File: config.mk
export PLATFORM = sky130hd
export DESIGN_NAME = token_stream_syntax_checker_unit
export DESIGN_NICKNAME = d
export VERILOG_FILES = /design/src/tssc_pkg.sv /design/src/token_stream_syntax_checker_unit.sv /design/src/tssc_cell.sv /design/src/tssc_out_buf.sv
export SDC_FILE = /design/constraint.sdc
export NUM_CORES = 1
export LEC_CHECK = 0
export ABC_AREA = 1
export BUFFER_PORTS_ARGS = -buffer_cell sky130_fd_sc_hd__buf_2
export CAP_MARGIN = 20
export CORE_ASPECT_RATIO = 0.8
export CORE_UTILIZATION = 28
export CTS_CLUSTER_SIZE = 10
export DETAILED_ROUTE_END_ITERATION = 10
export SLEW_MARGIN = 20
export SYNTH_ARGS = -nofsm -noshare
export SYNTH_HDL_FRONTEND = slang
export SYNTH_SLANG_ARGS = --single-unit
File: constraint.sdc
create_clock -name i_clk -period 4.75 [get_ports i_clk]
set_input_delay 0.475 -clock i_clk [delete_from_list [all_inputs] [get_ports i_clk]]
set_output_delay 0.475 -clock i_clk [all_outputs]
set_load 0.05 [all_outputs]
File: src/tssc_pkg.sv
package tssc_pkg;

    localparam int STACK_DEPTH = 64;
    localparam int INDEX_BITS  = 16;
    localparam int SP_W        = $clog2(STACK_DEPTH + 1);
    localparam int POS_W       = 16;

    typedef enum logic [3:0] {
        TK_OTHER  = 4'd0,
        TK_IDENT  = 4'd1,
        TK_FUNC   = 4'd2,
        TK_TYPE   = 4'd3,
        TK_RETURN = 4'd4,
        TK_SEMI   = 4'd5,
        TK_LBRACE = 4'd6,
        TK_RBRACE = 4'd7,
        TK_LPAREN = 4'd8,
        TK_RPAREN = 4'd9,
        TK_LBRACK = 4'd10,
        TK_RBRACK = 4'd11
    } t_token;

    typedef enum logic [1:0] {
        BR_PAREN = 2'd0,
        BR_BRACE = 2'd1,
        BR_BRACK = 2'd2
    } t_bracket;

    typedef enum logic [1:0] {
        DECL_IDLE = 2'd0,
        DECL_TYPE = 2'd1,
        DECL_NAME = 2'd2
    } t_decl_stage;

    typedef enum logic [2:0] {
        ST_OK         = 3'd0,
        ST_UNBALANCED = 3'd1,
        ST_NO_PAREN   = 3'd2,
        ST_NO_SEMI    = 3'd3,
        ST_OVERFLOW   = 3'd4
    } t_status;

    typedef struct packed {
        logic push;
        logic pop;
    } t_stack_ctl;

    typedef struct packed {
        logic [POS_W-1:0] pos;
        t_status          status;
    } t_result;

endpackage

File: src/token_stream_syntax_checker_unit.sv
// Token stream syntax checker.
// Slave stream: one lexed token class per transaction in s_axis_tdata[3:0],
// s_axis_tlast marks the final token of a stream. Master stream: one status
// transaction per stream, issued for the token that carried tlast.
// A token is taken every cycle while s_axis_tready is high; brackets push or
// pop a row of stack cells that shift together, so the stack top is always in
// the first cell whatever the token's kind.
// The result is registered in the output buffer when the last token is
// accepted. Throughput: one token per cycle while s_axis_tready is high.
// The result sits in an output register backed by one skid entry. Tokens keep
// flowing while a result waits; s_axis_tready drops only when both the output
// register and the skid entry hold results the receiver has not taken.
// Reset clears the stack pointer, all check flags, the token index and both
// output entries; stack cell contents are only read once pushed. After each
// last token the checker clears itself for the next stream.
module token_stream_syntax_checker_unit (
    input  logic        i_clk,
    input  logic        i_rst_n,
    input  logic        i_s_axis_tvalid,
    output logic        o_s_axis_tready,
    input  logic [7:0]  i_s_axis_tdata,   // [3:0] token_class, [7:4] zero
    input  logic        i_s_axis_tlast,
    output logic        o_m_axis_tvalid,
    input  logic        i_m_axis_tready,
    output logic [23:0] o_m_axis_tdata    // [2:0] status, [18:3] error_position,
                                          // [23:19] zero
);
    import tssc_pkg::*;

    logic [SP_W-1:0]       r_sp;
    logic                  r_bracket_fault;
    logic                  r_overflow_fault;
    logic                  r_function_waiting;
    logic                  r_function_fault;
    t_decl_stage           r_decl_stage;
    logic                  r_semi_owed;
    logic                  r_semi_fault;
    logic [INDEX_BITS-1:0] r_token_index;
    logic [INDEX_BITS-1:0] r_first_err;

    logic [SP_W-1:0]       n_sp;
    logic                  n_bracket_fault;
    logic                  n_overflow_fault;
    logic                  n_function_waiting;
    logic                  n_function_fault;
    t_decl_stage           n_decl_stage;
    logic                  n_semi_owed;
    logic                  n_semi_fault;
    logic [INDEX_BITS-1:0] n_first_err;

    logic       w_accept;
    logic       w_last;
    logic       w_buf_ready;
    t_token     w_class;
    logic       w_is_open;
    logic       w_is_close;
    logic       w_is_ident;
    logic       w_is_func;
    logic       w_is_type;
    logic       w_is_return;
    logic       w_is_semi;
    logic       w_is_lbrace;
    logic       w_is_lparen;
    t_bracket   w_br_code;
    logic       w_push;
    logic       w_pop;
    logic       w_blocked;
    logic       w_any_prev;
    logic       w_any_now;
    t_stack_ctl w_ctl;
    t_result    w_result;
    t_result    w_out_data;
    logic [POS_W-1:0] w_pos_idx;
    t_bracket   w_cell_code [STACK_DEPTH];

    assign w_accept        = i_s_axis_tvalid && o_s_axis_tready;
    assign w_last          = i_s_axis_tlast;
    assign w_class         = t_token'(i_s_axis_tdata[3:0]);
    assign o_s_axis_tready = w_buf_ready;

    // class decode; unused codes act as other
    always_comb begin
        w_is_open   = 1'b0;
        w_is_close  = 1'b0;
        w_is_ident  = 1'b0;
        w_is_func   = 1'b0;
        w_is_type   = 1'b0;
        w_is_return = 1'b0;
        w_is_semi   = 1'b0;
        w_is_lbrace = 1'b0;
        w_is_lparen = 1'b0;
        w_br_code   = BR_PAREN;
        unique case (w_class)
            TK_IDENT:  w_is_ident  = 1'b1;
            TK_FUNC:   w_is_func   = 1'b1;
            TK_TYPE:   w_is_type   = 1'b1;
            TK_RETURN: w_is_return = 1'b1;
            TK_SEMI:   w_is_semi   = 1'b1;
            TK_LBRACE: begin
                w_is_open   = 1'b1;
                w_is_lbrace = 1'b1;
                w_br_code   = BR_BRACE;
            end
            TK_RBRACE: begin
                w_is_close = 1'b1;
                w_br_code  = BR_BRACE;
            end
            TK_LPAREN: begin
                w_is_open   = 1'b1;
                w_is_lparen = 1'b1;
                w_br_code   = BR_PAREN;
            end
            TK_RPAREN: begin
                w_is_close = 1'b1;
                w_br_code  = BR_PAREN;
            end
            TK_LBRACK: begin
                w_is_open = 1'b1;
                w_br_code = BR_BRACK;
            end
            TK_RBRACK: begin
                w_is_close = 1'b1;
                w_br_code  = BR_BRACK;
            end
            default: ;
        endcase
    end

    always_comb begin
        n_sp               = r_sp;
        n_bracket_fault    = r_bracket_fault;
        n_overflow_fault   = r_overflow_fault;
        w_push             = 1'b0;
        w_pop              = 1'b0;
        w_blocked          = r_bracket_fault || r_overflow_fault;

        // bracket stack
        if (!w_blocked && w_is_open) begin
            if (r_sp == SP_W'(STACK_DEPTH)) begin
                n_overflow_fault = 1'b1;
            end else begin
                w_push = 1'b1;
                n_sp   = r_sp + SP_W'(1);
            end
        end
        if (!w_blocked && w_is_close) begin
            if (r_sp == '0) begin
                n_bracket_fault = 1'b1;
            end else begin
                w_pop = 1'b1;
                n_sp  = r_sp - SP_W'(1);
                if (w_cell_code[0] != w_br_code) begin
                    n_bracket_fault = 1'b1;
                end
            end
        end

        // function must be followed by an open paren
        n_function_fault   = r_function_fault || (r_function_waiting && !w_is_lparen);
        n_function_waiting = w_is_func;

        // semicolon obligations
        n_semi_owed  = r_semi_owed;
        n_decl_stage = r_decl_stage;
        n_semi_fault = r_semi_fault;
        if (w_is_semi) begin
            n_semi_owed  = 1'b0;
            n_decl_stage = DECL_IDLE;
        end else if (w_is_lbrace) begin
            if (r_semi_owed || r_decl_stage != DECL_IDLE) begin
                n_semi_fault = 1'b1;
            end
            n_semi_owed  = 1'b0;
            n_decl_stage = DECL_IDLE;
        end else begin
            if (r_decl_stage == DECL_TYPE) begin
                if (w_is_ident) begin
                    n_decl_stage = DECL_NAME;
                end else begin
                    n_semi_owed  = 1'b1;
                    n_decl_stage = DECL_IDLE;
                end
            end else if (r_decl_stage == DECL_NAME) begin
                if (!w_is_lparen) begin
                    n_semi_owed = 1'b1;
                end
                n_decl_stage = DECL_IDLE;
            end
            if (w_is_type) begin
                n_decl_stage = DECL_TYPE;
            end else if (w_is_return) begin
                n_semi_owed = 1'b1;
            end
        end

        // end-of-stream checks
        if (w_last) begin
            if (!n_bracket_fault && !n_overflow_fault && n_sp != '0) begin
                n_bracket_fault = 1'b1;
            end
            if (n_function_waiting) begin
                n_function_fault = 1'b1;
            end
            if (n_semi_owed || n_decl_stage != DECL_IDLE) begin
                n_semi_fault = 1'b1;
            end
        end

        w_any_prev = r_bracket_fault || r_overflow_fault || r_function_fault
                     || r_semi_fault;
        w_any_now  = n_bracket_fault || n_overflow_fault || n_function_fault
                     || n_semi_fault;
        n_first_err = (!w_any_prev && w_any_now) ? r_token_index : r_first_err;

        w_ctl.push = w_accept && w_push;
        w_ctl.pop  = w_accept && w_pop;
    end

    generate
        if (INDEX_BITS >= POS_W) begin : g_pos_trunc
            assign w_pos_idx = n_first_err[POS_W-1:0];
        end else begin : g_pos_ext
            assign w_pos_idx = {{(POS_W-INDEX_BITS){1'b0}}, n_first_err};
        end
    endgenerate

    always_comb begin
        if (n_overflow_fault) begin
            w_result.status = ST_OVERFLOW;
        end else if (n_bracket_fault) begin
            w_result.status = ST_UNBALANCED;
        end else if (n_function_fault) begin
            w_result.status = ST_NO_PAREN;
        end else if (n_semi_fault) begin
            w_result.status = ST_NO_SEMI;
        end else begin
            w_result.status = ST_OK;
        end
        w_result.pos = (w_result.status != ST_OK) ? w_pos_idx : '0;
    end

    always_ff @(posedge i_clk) begin
        if (!i_rst_n || (w_accept && w_last)) begin
            r_sp               <= '0;
            r_bracket_fault    <= 1'b0;
            r_overflow_fault   <= 1'b0;
            r_function_waiting <= 1'b0;
            r_function_fault   <= 1'b0;
            r_decl_stage       <= DECL_IDLE;
            r_semi_owed        <= 1'b0;
            r_semi_fault       <= 1'b0;
            r_token_index      <= '0;
            r_first_err        <= '0;
        end else if (w_accept) begin
            r_sp               <= n_sp;
            r_bracket_fault    <= n_bracket_fault;
            r_overflow_fault   <= n_overflow_fault;
            r_function_waiting <= n_function_waiting;
            r_function_fault   <= n_function_fault;
            r_decl_stage       <= n_decl_stage;
            r_semi_owed        <= n_semi_owed;
            r_semi_fault       <= n_semi_fault;
            r_token_index      <= r_token_index + INDEX_BITS'(1);
            r_first_err        <= n_first_err;
        end
    end

    // stack cells: cell 0 holds the top
    genvar g;
    generate
        for (g = 0; g < STACK_DEPTH; g++) begin : g_cell
            t_bracket w_above;
            t_bracket w_below;
            if (g == 0) begin : g_head
                assign w_above = w_br_code;
            end else begin : g_body
                assign w_above = w_cell_code[g-1];
            end
            if (g == STACK_DEPTH - 1) begin : g_tail
                assign w_below = w_cell_code[g];
            end else begin : g_inner
                assign w_below = w_cell_code[g+1];
            end
            tssc_cell u_cell (
                .i_clk        (i_clk),
                .i_ctl        (w_ctl),
                .i_from_above (w_above),
                .i_from_below (w_below),
                .o_code       (w_cell_code[g])
            );
        end
    endgenerate

    tssc_out_buf u_out_buf (
        .i_clk   (i_clk),
        .i_rst_n (i_rst_n),
        .i_push  (w_accept && w_last),
        .i_data  (w_result),
        .o_ready (w_buf_ready),
        .o_valid (o_m_axis_tvalid),
        .o_data  (w_out_data),
        .i_ready (i_m_axis_tready)
    );

    assign o_m_axis_tdata = {5'b0, w_out_data};

`ifndef SYNTHESIS
    a_sp_in_range: assert property (@(posedge i_clk) disable iff (!i_rst_n)
        r_sp <= SP_W'(STACK_DEPTH))
        else $error("stack pointer beyond depth");
    a_overflow_full: assert property (@(posedge i_clk) disable iff (!i_rst_n)
        r_overflow_fault |-> (r_sp == SP_W'(STACK_DEPTH)))
        else $error("overflow flagged with room on stack");
    a_clear_after_last: assert property (@(posedge i_clk) disable iff (!i_rst_n)
        (w_accept && w_last) |=> (r_sp == '0 && r_token_index == '0 && !r_semi_owed))
        else $error("state not cleared after last token");
    a_ok_zero_pos: assert property (@(posedge i_clk) disable iff (!i_rst_n)
        (o_m_axis_tvalid && o_m_axis_tdata[2:0] == ST_OK) |-> o_m_axis_tdata[18:3] == '0)
        else $error("ok status with nonzero position");
`endif

endmodule

File: src/tssc_cell.sv
module tssc_cell (
    input  logic               i_clk,
    input  tssc_pkg::t_stack_ctl i_ctl,
    input  tssc_pkg::t_bracket i_from_above,
    input  tssc_pkg::t_bracket i_from_below,
    output tssc_pkg::t_bracket o_code
);
    import tssc_pkg::*;

    t_bracket r_code;

    // push moves every entry one cell deeper, pop pulls them one cell up
    always_ff @(posedge i_clk) begin
        if (i_ctl.push) begin
            r_code <= i_from_above;
        end else if (i_ctl.pop) begin
            r_code <= i_from_below;
        end
    end

    assign o_code = r_code;

endmodule

File: src/tssc_out_buf.sv
module tssc_out_buf (
    input  logic              i_clk,
    input  logic              i_rst_n,
    input  logic              i_push,
    input  tssc_pkg::t_result i_data,
    output logic              o_ready,
    output logic              o_valid,
    output tssc_pkg::t_result o_data,
    input  logic              i_ready
);
    import tssc_pkg::*;

    logic    r_out_valid;
    logic    r_skid_valid;
    t_result r_out_data;
    t_result r_skid_data;
    logic    w_drain;

    assign w_drain = r_out_valid && i_ready;

    always_ff @(posedge i_clk) begin
        if (!i_rst_n) begin
            r_out_valid  <= 1'b0;
            r_skid_valid <= 1'b0;
        end else begin
            if (r_skid_valid) begin
                // refill output from skid once the receiver takes the head
                if (w_drain) begin
                    r_out_valid  <= 1'b1;
                    r_skid_valid <= 1'b0;
                end
            end else if (i_push) begin
                if (!r_out_valid || w_drain) begin
                    r_out_valid <= 1'b1;
                end else begin
                    r_skid_valid <= 1'b1;
                end
            end else if (w_drain) begin
                r_out_valid <= 1'b0;
            end
        end
    end

    always_ff @(posedge i_clk) begin
        if (r_skid_valid) begin
            if (w_drain) begin
                r_out_data <= r_skid_data;
            end
        end else if (i_push) begin
            if (!r_out_valid || w_drain) begin
                r_out_data <= i_data;
            end else begin
                r_skid_data <= i_data;
            end
        end
    end

    assign o_ready = !r_skid_valid;
    assign o_valid = r_out_valid;
    assign o_data  = r_out_data;

`ifndef SYNTHESIS
    a_skid_behind_out: assert property (@(posedge i_clk) disable iff (!i_rst_n)
        r_skid_valid |-> r_out_valid)
        else $error("skid entry held without output entry");
    a_push_when_ready: assert property (@(posedge i_clk) disable iff (!i_rst_n)
        (i_push && r_out_valid && !i_ready) |=> r_skid_valid)
        else $error("result lost while output stalled");
    a_drain_moves_skid: assert property (@(posedge i_clk) disable iff (!i_rst_n)
        (r_skid_valid && w_drain) |=> (r_out_valid && !r_skid_valid))
        else $error("skid entry not advanced on drain");
`endif

endmodule
==> flow_summary.json <==
{
  "power_leakage_nw": 4.79,
  "ios": 39,
  "register_area_sq_um": 5970,
  "yosysWarnings": 0,
  "relSlewSlack": 0.404,
  "final_max_slew_viol_count": 0,
  "grt.total_usage": 0.109,
  "antenna_found_initial": 3,
  "wl_met2_um": 8570,
  "path_class": "register to register",
  "synthAdderAreaFrac": 0.00372,
  "path_cells": "inv_1 > ha_1 > nand2_1 > nor2_1 > nand2_1 > nand3_4 > nand2_1 > nand2_1 > nand2_1 > nand2_1 > nor2_1 > nand2_1 > nand2_2 > nand4_4 > buf_4 > nand2_2 > nand2_1 > nand4_1 > nand2_1",
  "post-route-period-util": 0.705,
  "drtAntennaViolNets": 0,
  "p_per_area_nw_per_um2": 395,
  "vias": 7489,
  "synth-compound-area-share": 0.0532,
  "synth_xor_area_frac": 0.00261,
  "finalHoldViolCount": 0,
  "synthSimpleGateAreaFrac": 0.285,
  "grt_start_max_net_pins": 128,
  "max_freq_ghz": 0.299,
  "cts-root-buf": "clkbuf_16",
  "min_period_ps": 3350,
  "drive_gt1_frac": 0.0815,
  "layout.nets": 1200,
  "crit_family": "simple AND/OR/NAND/NOR gates",
  "drt_pass1_iterations": 5,
  "status": "complete, no violations",
  "clock_sinks": 215,
  "critPathLaunchType": "register",
  "yosysTopAreaCellShare": 0.494,
  "ctsHtreeMaxLevel": 1,
  "cap_violations": 0,
  "crit_buf_inv": 2,
  "cts_tree": "yes",
  "synth-main-ff-cell": "edfxtp_1",
  "ys_seq_area_frac": 0.592,
  "drtIter0Drc": 625,
  "dieWidth_um": 214,
  "initial_core_util": 0.287,
  "drc": 0,
  "ctsResizeCount": 0,
  "cts_hold_buf": 0,
  "num_rows": 61,
  "syn_inst": 1173,
  "grt.overflow.total": 0,
  "synth.distinct_cells": 37,
  "gp_congestion": 0.808,
  "power_mw": 4.51,
  "fin_util": 0.325,
  "async_flop_share": 0,
  "insertion_delay_ps": 510,
  "dieArea_sq_um": 36800,
  "wl_met1_um": 10200,
  "max-clock-path-buffers": 3,
  "grt_pass1_vias": 6849,
  "syn_to_final_growth_pct": 13.1,
  "end_kind": "register",
  "io_buffers": 29,
  "hp-class": "input pin to register",
  "wl_per_cell_um": 12.1,
  "cts_buffers": 25,
  "synth_top_family_by_area": "simple AND/OR/NAND/NOR gates",
  "wirelength_um": 20200,
  "synth_top_area_cell": "edfxtp_1",
  "worst_ir_drop_vdd_v": 0.000245,
  "setup_viol": 0,
  "core_area_sq_um": 35100,
  "synth.avg_cell_area_sq_um": 8.60,
  "finClkSkew_ps": 12.7,
  "tightest_slew_ps": 894,
  "post-place-ws_ps": 1420,
  "hpwl_um": 12100,
  "cts.clk_slew.worst_paths_ps": 60,
  "n_fill_cell": 3632,
  "grt_pass1_wl_um": 33600,
  "cp_common_cell": "nand2_1",
  "cp_slowest_stage_delay_ps": 540,
  "synthMuxAreaShare": 0,
  "cp_max_fo": 50,
  "post_cts_buffers": 0,
  "synth_edf_count": 166,
  "top_layer": "met4",
  "worstPathRequired_ps": 5020,
  "tns_ps": 0,
  "rsz0062_at_grt": "false",
  "multiInputGateArea_sq_um": 3510,
  "critPathArrivalTime_ps": 3610,
  "synth_area_sq_um": 10100,
  "routed_via_density": 4.47,
  "dr_wl_met3_um": 1080,
  "slowest_stage": "nand2_2",
  "synth_area_leaders": "edfxtp_1, nand2_1, dfxtp_1",
  "die_h_um": 172,
  "setup_ws_ps": 1400,
  "ys_seq_elements": 215
}
-- path summary, 6_finish.rpt --
check,from,endpoint,slack (ps),cells past startpoint
hold / removal,i_rst_n,u_out_buf.o_valid,180,3
setup reg to reg,r_sp[0],u_out_buf.o_data[16],1400,19
hold reg to reg,g_cell[62].u_cell.o_code[0],g_cell[63].u_cell.o_code[0],450,0
setup / recovery,r_sp[0],u_out_buf.o_data[16],1400,19
-- registers in the layout, summed over array words and instances, names as in the netlist --
name / count
g_cell.u_cell.o_code: 128
r_bracket_fault: 1
r_decl_stage: 2
r_first_err: 16
r_function_fault: 1
r_function_waiting: 1
r_overflow_fault: 1
r_semi_fault: 1
r_semi_owed: 1
r_sp: 7
r_token_index: 16
u_out_buf.o_data: 19
u_out_buf.o_valid: 1
u_out_buf.r_skid_data: 19
u_out_buf.r_skid_valid: 1
-- report_power, final --
| part | internal [mW] | total, mW | switching (mW) | leakage (nW) |
|---|---|---|---|---|
| clock | 1.00 | 1.72 | 0.721 | 0.342 |
| combinational | 0.152 | 0.579 | 0.427 | 2.51 |
| sequential | 2.16 | 2.20 | 0.0468 | 1.94 |
| total | 3.31 | 4.51 | 1.19 | 4.79 |
-- through the flow --
stage	cell area, sq um	hold slack (ps)	instances
after floorplan	10100	427	1177
after global routing	11400	172	1676
after global placement	10700	432	1629
final	11400	178	1677
after CTS	11400	166	1675
after detailed placement	10700	440	1629
-- layer usage --
| metal | global-route usage | vias up |
|---|---|---|
| met3 | 0.0200 | 30 |
| li1 | - | 3850 |
| met4 | 0.0342 | 0 |
| met1 | 0.156 | 3465 |
| met2 | 0.165 | 144 |
| met5 | 0 | - |
-- synth_stat cells, types with 3 or more instances --
| cell | count |
|---|---|
| buf_4 | 8 |
| o21ai_0 | 40 |
| buf_2 | 10 |
| nand2_1 | 531 |
| inv_2 | 6 |
| inv_1 | 84 |
| nand3_2 | 5 |
| nor2_1 | 42 |
| a31oi_1 | 3 |
| nand2_2 | 4 |
| nand3_1 | 66 |
| edfxtp_1 | 166 |
| ha_1 | 3 |
| clkbuf_1 | 36 |
| buf_1 | 4 |
| dfxtp_1 | 49 |
| clkinv_1 | 5 |
| nor3_1 | 9 |
| nand4_1 | 23 |
| a21oi_1 | 54 |
-- placed cells by master, fill, tap and decap left out, drive strengths merged, types with 5 or more instances in the layout --
cell type / Yosys / final
nand3: 72 / 72
inv: 90 / 90
edfxtp: 166 / 166
clkbuf: 36 / 45
conb: 1 / 5
dfxtp: 49 / 49
clkinv: 5 / 6
nor3: 9 / 9
nand4: 24 / 24
nand2: 537 / 537
a21oi: 55 / 55
buf: 24 / 40
o21ai: 42 / 42
nor2: 46 / 46
-- cells by family after synthesis --
group                      count (synthesis)
AOI/OAI and AO/OA                        103
and+or+nand+nor                          693
DFF                                      215
other                                      1
adders and majority gates                  3
buffers and inverters                    155
xor gates and xnor gates                   3
-- worst reg2reg max path: cells and delay by family (launching register included) --
kind          cells  cell delay (ps)
flops             1              390
simple gates     16             2050
buf+inv           2              420
fa+ha+maj         1              250
-- cell type report --
class / instances / area share
diodes: 2 / 0.000439
clock buffers: 45 / 0.0623
clock inverters: 1 / 0.000768
inverters: 95 / 0.0316
multi-input cells: 807 / 0.308
flip-flops and latches: 215 / 0.523
well taps: 472 / 0.0518
repair buffers: 40 / 0.0222
No activity file was read; power rests on OpenSTA's default activity.
